$ cat src/sv/assert_macros.svh
// assertion macros shared by the triangulator rtl
// no dependencies; checks drop out when SYNTHESIS is defined
`ifndef ASSERT_MACROS_SVH
`define ASSERT_MACROS_SVH
`ifndef SYNTHESIS
`define OGT_ASSERT(label, clk, rst_n, prop) \
	label: assert property (@(posedge clk) disable iff (!rst_n) prop) \
		else $error("%m: assertion failed");
`define OGT_NEVER(label, clk, rst_n, cond) \
	label: assert property (@(posedge clk) disable iff (!rst_n) !(cond)) \
		else $error("%m: forbidden condition seen");
`else
`define OGT_ASSERT(label, clk, rst_n, prop)
`define OGT_NEVER(label, clk, rst_n, cond)
`endif
`endif

$ cat src/sv/ogt_pkg.sv
// shared types and constants for the organized grid triangulator
// no dependencies
`default_nettype none
package ogt_pkg;
	localparam int DEF_MAX_WIDTH  = 1024;
	localparam int DEF_MAX_POINTS = 1048576;
	localparam int CFG_W          = 11;
	localparam int WIDTH_W        = 14;   // holds any row width up to 8192
	localparam int IDX_W          = 20;
	localparam logic [CFG_W-1:0] ROW_WIDTH_RST = CFG_W'(1024);

	// one quad as it leaves the line store stage
	typedef struct packed {
		logic               br;
		logic               tl;
		logic               bl;
		logic               trig;
		logic [IDX_W-1:0]   p;
		logic [WIDTH_W-1:0] w;
	} quad_t;

	typedef struct packed {
		logic [IDX_W-1:0] v0;
		logic [IDX_W-1:0] v1;
		logic [IDX_W-1:0] v2;
	} tri_t;
endpackage
`default_nettype wire

$ cat src/sv/ogt_emit.sv
// triangle selection and two-entry result buffer
// depends on ogt_pkg and assert_macros.svh
`default_nettype none
`include "assert_macros.svh"
module ogt_emit (
	input  wire logic                     clk,
	input  wire logic                     arst_n,
	input  wire logic                     quad_valid,
	input  wire ogt_pkg::quad_t           quad,
	input  wire logic                     tr,
	output logic                          quad_ready,
	output logic                          out_valid,
	input  wire logic                     out_ready,
	output logic [ogt_pkg::IDX_W-1:0]     corner_first,
	output logic [ogt_pkg::IDX_W-1:0]     corner_second,
	output logic [ogt_pkg::IDX_W-1:0]     corner_third,
	output logic                          last_of_point
);
	import ogt_pkg::*;

	logic             c_a, c_b, c_c, c_d;
	logic [IDX_W-1:0] itr, itl, ibl;
	logic [1:0]       tri_n;
	tri_t             first_tri, second_tri;
	tri_t             slot0_q, slot1_q;
	logic [1:0]       cnt_q;
	logic             room, load, take;
	tri_t             head;

	always_comb begin
		itr = quad.p - IDX_W'(quad.w);
		itl = itr - IDX_W'(1);
		ibl = quad.p - IDX_W'(1);
		c_a = quad.tl & tr & quad.bl;
		c_b = tr & quad.bl & quad.br;
		c_c = quad.tl & tr & ~quad.bl & quad.br;
		c_d = quad.tl & ~tr & quad.bl & quad.br;
		// a pairs only with b; b, c and d exclude each other
		if (!quad.trig) begin
			tri_n = 2'd0;
		end else begin
			tri_n = {1'b0, c_a} + {1'b0, c_b} + {1'b0, c_c} + {1'b0, c_d};
		end
		second_tri = '{v0: itr, v1: quad.p, v2: ibl};
		if (c_a) begin
			first_tri = '{v0: itl, v1: itr, v2: ibl};
		end else if (c_b) begin
			first_tri = '{v0: itr, v1: quad.p, v2: ibl};
		end else if (c_c) begin
			first_tri = '{v0: itl, v1: itr, v2: quad.p};
		end else begin
			first_tri = '{v0: itl, v1: quad.p, v2: ibl};
		end
	end

	assign take       = out_valid & out_ready;
	assign room       = (cnt_q == 2'd0) | ((cnt_q == 2'd1) & out_ready);
	assign quad_ready = (tri_n == 2'd0) | room;
	assign load       = quad_valid & (tri_n != 2'd0) & room;

	always_ff @(posedge clk or negedge arst_n) begin
		if (!arst_n) begin
			cnt_q <= 2'd0;
		end else if (load) begin
			cnt_q <= tri_n;
		end else if (take) begin
			cnt_q <= cnt_q - 2'd1;
		end
	end

	always_ff @(posedge clk) begin
		if (load) begin
			if (tri_n == 2'd2) begin
				slot0_q <= first_tri;
				slot1_q <= second_tri;
			end else begin
				slot1_q <= first_tri;
			end
		end
	end

	assign head          = (cnt_q == 2'd2) ? slot0_q : slot1_q;
	assign out_valid     = cnt_q != 2'd0;
	assign corner_first  = head.v0;
	assign corner_second = head.v1;
	assign corner_third  = head.v2;
	assign last_of_point = cnt_q == 2'd1;

	`OGT_NEVER(a_cnt_range, clk, arst_n, cnt_q == 2'd3)
	`OGT_ASSERT(a_pair_follows, clk, arst_n,
		take && !last_of_point |=> out_valid && last_of_point)
	`OGT_ASSERT(a_pair_loads, clk, arst_n,
		load && tri_n == 2'd2 |=> cnt_q == 2'd2)
endmodule
`default_nettype wire

$ cat src/sv/organized_grid_triangulator.sv
// a triangle is registered in the quad stage, then in the result buffer
// throughput: one point per cycle while the buffer has room; a point with
// two triangles holds it until both are taken; output port sets the rate
// reset: counters, neighbor bits and flags clear, row width returns to 1024;
// the line store is not cleared and needs no clearing pass
`default_nettype none
`include "assert_macros.svh"
module organized_grid_triangulator #(
	parameter int MAX_WIDTH  = ogt_pkg::DEF_MAX_WIDTH,
	parameter int MAX_POINTS = ogt_pkg::DEF_MAX_POINTS
) (
	input  wire logic                     clk,
	input  wire logic                     arst_n,
	input  wire logic                     cfg_valid,
	output logic                          cfg_ready,
	input  wire logic [ogt_pkg::CFG_W-1:0] cfg_data,
	input  wire logic                     in_valid,
	output logic                          in_ready,
	input  wire logic                     point_valid,
	input  wire logic                     frame_start,
	output logic                          out_valid,
	input  wire logic                     out_ready,
	output logic [ogt_pkg::IDX_W-1:0]     corner_first,
	output logic [ogt_pkg::IDX_W-1:0]     corner_second,
	output logic [ogt_pkg::IDX_W-1:0]     corner_third,
	output logic                          last_of_point
);
	import ogt_pkg::*;

	localparam int COL_W = $clog2(MAX_WIDTH);
	localparam int PI_W  = $clog2(MAX_POINTS) + 1;
	localparam logic [WIDTH_W-1:0] W_MAX = WIDTH_W'(MAX_WIDTH);
	localparam logic [PI_W-1:0]    P_MAX = PI_W'(MAX_POINTS);

	logic [CFG_W-1:0]   rw_q;
	logic [COL_W-1:0]   col_q;
	logic               past_q;
	logic [PI_W-1:0]    pidx_q;
	logic               left_q;
	logic               seen_q;
	logic               s1_valid_q;
	quad_t              quad_s1;
	logic               above_s1;
	logic               quad_ready;
	logic               in_acc;
	logic [WIDTH_W-1:0] w_eff;
	logic [COL_W-1:0]   col;
	logic               past;
	logic [PI_W-1:0]    pidx;
	logic [WIDTH_W-1:0] col_next;
	logic               row_end;
	logic [PI_W+IDX_W-1:0] p_ext;
	logic               line_mem [MAX_WIDTH];

	assign cfg_ready = 1'b1;

	always_ff @(posedge clk or negedge arst_n) begin
		if (!arst_n) begin
			rw_q <= ROW_WIDTH_RST;
		end else if (cfg_valid) begin
			rw_q <= cfg_data;
		end
	end

	always_comb begin
		if (rw_q < CFG_W'(2)) begin
			w_eff = WIDTH_W'(2);
		end else if (WIDTH_W'(rw_q) > W_MAX) begin
			w_eff = W_MAX;
		end else begin
			w_eff = WIDTH_W'(rw_q);
		end
		col      = frame_start ? '0 : col_q;
		past     = frame_start ? 1'b0 : past_q;
		pidx     = frame_start ? '0 : pidx_q;
		col_next = WIDTH_W'({1'b0, col}) + WIDTH_W'(1);
		row_end  = col_next >= w_eff;
		p_ext    = {{IDX_W{1'b0}}, pidx};
	end

	assign in_acc   = in_valid & in_ready;
	assign in_ready = ~s1_valid_q | quad_ready;

	always_ff @(posedge clk or negedge arst_n) begin
		if (!arst_n) begin
			col_q      <= '0;
			past_q     <= 1'b0;
			pidx_q     <= '0;
			left_q     <= 1'b0;
			seen_q     <= 1'b0;
			s1_valid_q <= 1'b0;
		end else begin
			s1_valid_q <= in_acc | (s1_valid_q & ~quad_ready);
			if (in_acc) begin
				seen_q <= 1'b1;
				left_q <= point_valid;
				if (row_end) begin
					col_q  <= '0;
					past_q <= 1'b1;
				end else begin
					col_q  <= col_next[COL_W-1:0];
					past_q <= past;
				end
				// index saturates at capacity
				pidx_q <= (pidx < P_MAX) ? pidx + PI_W'(1) : pidx;
			end
		end
	end

	// quad fields; the upper-left bit is the previous point's line store read
	always_ff @(posedge clk) begin
		if (in_acc) begin
			quad_s1.br   <= point_valid;
			quad_s1.tl   <= ~frame_start & seen_q & above_s1;
			quad_s1.bl   <= ~frame_start & left_q;
			quad_s1.trig <= past & (col != '0) & (pidx < P_MAX);
			quad_s1.p    <= p_ext[IDX_W-1:0];
			quad_s1.w    <= w_eff;
		end
	end

	// line store: read old value and write new one at the same column
	always_ff @(posedge clk) begin
		if (in_acc) begin
			above_s1      <= line_mem[col];
			line_mem[col] <= point_valid;
		end
	end

	ogt_emit u_emit (
		.clk           (clk),
		.arst_n        (arst_n),
		.quad_valid    (s1_valid_q),
		.quad          (quad_s1),
		.tr            (above_s1),
		.quad_ready    (quad_ready),
		.out_valid     (out_valid),
		.out_ready     (out_ready),
		.corner_first  (corner_first),
		.corner_second (corner_second),
		.corner_third  (corner_third),
		.last_of_point (last_of_point)
	);

	`OGT_ASSERT(a_frame_restart, clk, arst_n,
		in_acc && frame_start |=> !past_q && pidx_q == PI_W'(1))
	`OGT_NEVER(a_pidx_cap, clk, arst_n, pidx_q > P_MAX)
	`OGT_NEVER(a_col_range, clk, arst_n, WIDTH_W'(col_q) >= W_MAX)
endmodule
`default_nettype wire
$ cat config.mk
export PLATFORM = sky130hd
export DESIGN_NAME = organized_grid_triangulator
export DESIGN_NICKNAME = d
export VERILOG_FILES = /design/src/sv/ogt_pkg.sv /design/src/sv/ogt_emit.sv /design/src/sv/organized_grid_triangulator.sv
export VERILOG_INCLUDE_DIRS = /design/src /design/src/sv
export SDC_FILE = /design/constraint.sdc
export NUM_CORES = 2
export LEC_CHECK = 0
export BUFFER_PORTS_ARGS = -buffer_cell sky130_fd_sc_hd__buf_2
export CAP_MARGIN = 5
export CELL_PAD_IN_SITES_DETAIL_PLACEMENT = 2
export CELL_PAD_IN_SITES_GLOBAL_PLACEMENT = 2
export CORE_ASPECT_RATIO = 0.6
export CORE_UTILIZATION = 38
export CTS_BUF_LIST = sky130_fd_sc_hd__clkbuf_4 sky130_fd_sc_hd__clkbuf_8 sky130_fd_sc_hd__clkbuf_16
export DETAILED_ROUTE_END_ITERATION = 16
export PLACE_DENSITY = 0.79
export SLEW_MARGIN = 10
export SYNTH_ARGS = -nofsm -noshare
export SYNTH_HDL_FRONTEND = slang
export SYNTH_SLANG_ARGS = --single-unit
export TNS_END_PERCENT = 100
$ cat constraint.sdc
create_clock -name clk -period 14.69 [get_ports clk]
set_input_delay 2.938 -clock clk [delete_from_list [all_inputs] [get_ports clk]]
set_output_delay 2.938 -clock clk [all_outputs]
set_load 0.01 [all_outputs]
==> out/qor.csv <==
metric,value,unit
cell row count,108,
H-Tree Depth,3,
"Avg Cell Area, Syn",12.6,µm²
initial antenna violation count,10,
Vert. Die Dim,299,µm
RSZ-0062 raised after global routing,false,
Worst-Margin Slew,1.41,ns
die area,149000,µm²
synth warn,0,
first-pass GRT wire length,304000,µm
PostCTS Resize Cnt,0,
mux contribution to synthesized area,0.0926,
share of cells above drive strength 1,0.150,
critical path startpoint category,input port,
Final nets,4411,
Net Sw Power,0.00219,W
"Data arrival, critical path",7.50,ns
Required @ worst endpoint,15.17,ns
Rel. slew slack,0.0633,
"critical path fanouts, max",77,
reg2reg start,above_s1,
grt ovf,0,
clock power share,0.378,
DRT Pass-1 Iters,5,
"Async S/R FF share, synth",0.0391,
post-synthesis cell type count,88,
hold wc startpoint,seen_q,
final cell count without fillers,6375,
Multi-input gate area,17700,µm²
Max Slew Vio Count,0,
Worst setup EP type,flop,
estimated wirelength of the detail-placed design,130000,µm
Final WS setup,7.67,ns
largest family of logic cells by synthesized area,simple AND/OR/NAND/NOR gates,
final wirelength,214000,µm
critical path class,in -> reg,
Syn Nets,4498,
vias per cell,6.19,
endpoints failing hold,0,
Post-Syn Area,55900,µm²
"EDFF count, synth",1180,
run status,"complete, no violations",
CTS Buf Count,113,
TritonCTS clock tree,built,
vias,39450,
placed cells,6168,
Max IR drop VDD,0.0000980,V
Comb power frac,0.136,
largest net degree at the start of global routing,292,
CTS Buffer Depth,3,
"Clk Latency, worst-skew pair",0.78,ns
Initial Util,0.385,
"FF+latch count, synth",1228,
Pleak,19.4,nW
setup TNS,0,ns
Core Footprint,145000,µm²
Post-Syn Instances,4445,
fmax,142,MHz
final antenna-violating net count,0,
filler instances,14416,
Die W,497,µm
Hold Path Stages,1,
FF/Latch Area,36600,µm²
Sequential Power Share,0.486,
IO Count,82,
end point of the worst hold path,seen_q,
clock-pin slew on the worst setup and hold paths,0.07,ns
Worst Hold Class,reg -> reg,
Final period util,0.478,
PortBufs,80,
post-DR wirelength/cell,33.5,µm
flop-to-flop setup slack,8.44,ns
Main synth FF type,edfxtp_1,
Power Internal,0.00589,W
setup bufs post-CTS,0,
xor/xnor share of the synthesized area,0.0199,
Compound-Gate Fraction of Synth Area,0.0549,
Final Wtd Congestion,0.837,
worst reg2reg path depth,13,
R2R Path End,line_mem[725],
gr usage total,0.284,
Post-Synth Adder-Cell Area,0.00810,
drt drc,0,
# clock sinks,1228,
Tmin final,7.02,ns
Max Cap Viol,0,
hold buffer count at CTS,0,
Clock Skews,0.0437,ns
total power,0.00808,W
Root Driver,clkbuf_16,
vias in the first global route,41213,
# setup viols final,0,
initial drt markers,5719,
P&R area growth vs syn,10.6,%
PD cells,131,nW/µm²
dpl ws,7.20,ns
simple-gate area share of the yosys netlist,0.136,
Net Sw Frac,0.271,
sequential element share of the synthesized area,0.655,
==> layout make-up <==
cell class | count | share of cell area
flip-flops and latches | 1228 | 0.593
diodes | 1 | 0.0000405
multi-input cells | 2786 | 0.286
clock buffers | 156 | 0.0523
clock inverters | 50 | 0.00712
repair buffers | 185 | 0.0198
inverters | 44 | 0.00287
well taps | 1925 | 0.0389
==> through the flow <==
| stage | utilization | hold WS (ns) | instance area [µm²] |
|---|---|---|---|
| CTS | 0.426 | 0.476 | 61800 |
| finish | 0.426 | 0.482 | 61800 |
| floorplan | - | 0.427 | 55900 |
| detailed placement | 0.400 | 0.457 | 58100 |
| global route | 0.426 | 0.499 | 61800 |
| global placement | 0.400 | 0.442 | 58100 |
==> cells by family (layout without fill, tap and decap cells) <==
| kind of cell | Yosys count | in the layout |
|---|---|---|
| xor+xnor | 126 | 126 |
| flops | 1228 | 1228 |
| other cells | 1 | 2 |
| buf+inv | 431 | 435 |
| compound gates | 447 | 447 |
| mux | 356 | 356 |
| fa+ha+maj | 35 | 35 |
| simple gates | 1821 | 1821 |
==> how the worst max path moves through the flow <==
stage,from,endpoint,slack (ns),cells after the start
after detailed placement,frame_start,above_s1,7.20,12
after floorplan,out_ready,u_emit.slot0_q[0],8.46,3
after global placement,frame_start,above_s1,6.55,14
final,frame_start,above_s1,7.67,12
after global routing,frame_start,above_s1,7.71,12
after CTS,frame_start,col_q[3],7.99,14
==> worst max-delay path: stages <==
cell and delay (ns):
buf_4 0.15, nand2b_4 0.36, clkinv_8 0.53, buf_4 0.75, mux2i_1 0.29, o22a_1 0.20
o21ai_0 0.13, nor4_1 0.87, o31ai_1 0.27, o32ai_1 0.32, o311a_1 0.41, nand4_1 0.14
==> cell usage after synthesis, drive strengths merged, types with 6 or more instances <==
cell type,instances,area (µm²)
nor2,1134,4260
and3b,6,52.6
inv,44,170
mux2,89,1010
and3,16,100
or3,8,50.1
a32oi,7,61.3
a22oi,19,143
nor2b,63,394
a221oi,10,87.6
nand2b,11,68.8
buf,154,823
ha,33,413
edfxtp,1180,35400
nor4,32,249
o32ai,6,52.6
xor2,61,534
nand3,92,465
o22ai,36,225
o21ai,87,435
nor3b,7,52.6
a21o,13,97.6
clkbuf,233,876
o211ai,9,67.6
nand4,20,125
a21oi,82,410
dfrtp,47,1180
a22o,9,78.8
nand2,372,1400
nor3,36,190
xnor2,65,577
mux4,120,2700
o221ai,25,219
mux2i,147,1470
a2111oi,13,126
a311oi,14,123
a31oi,25,156
a211oi,39,303
==> layer usage <==
layer  routed length [µm]  global-route usage
met2                93200               0.419
met4                 6630              0.0885
met5                   46                   0
met1                91800               0.415
met3                22000              0.0634
==> registers in the layout, summed over array words and instances (netlist names) <==
signal          flops
u_emit.slot0_q     60
col_q              10
rw_q               11
left_q              1
quad_s1            35
above_s1            1
s1_valid_q          1
seen_q              1
line_mem         1024
u_emit.cnt_q        2
pidx_q             21
past_q              1
u_emit.slot1_q     60
==> placed cells by master, fill, tap and decap left out, types with 76 or more instances in the layout <==
cell type	count
edfxtp_1	1180
nor2_1	1128
nand2_1	351
mux2i_1	147
mux4_2	120
clkbuf_16	116
buf_4	104
mux2_2	88
o21ai_0	85
a21oi_1	82
buf_2	78
nand3_1	76
==> power by group through the flow <==
stage               combinational, W  sequential [W]  clock (W)
floorplan                   0.000670         0.00397          0
global placement             0.00103         0.00400          0
detailed placement           0.00107         0.00400          0
CTS                          0.00108         0.00393    0.00307
global route                 0.00115         0.00393    0.00319
finish                       0.00110         0.00393    0.00305
(Power assumes the default switching activity.)
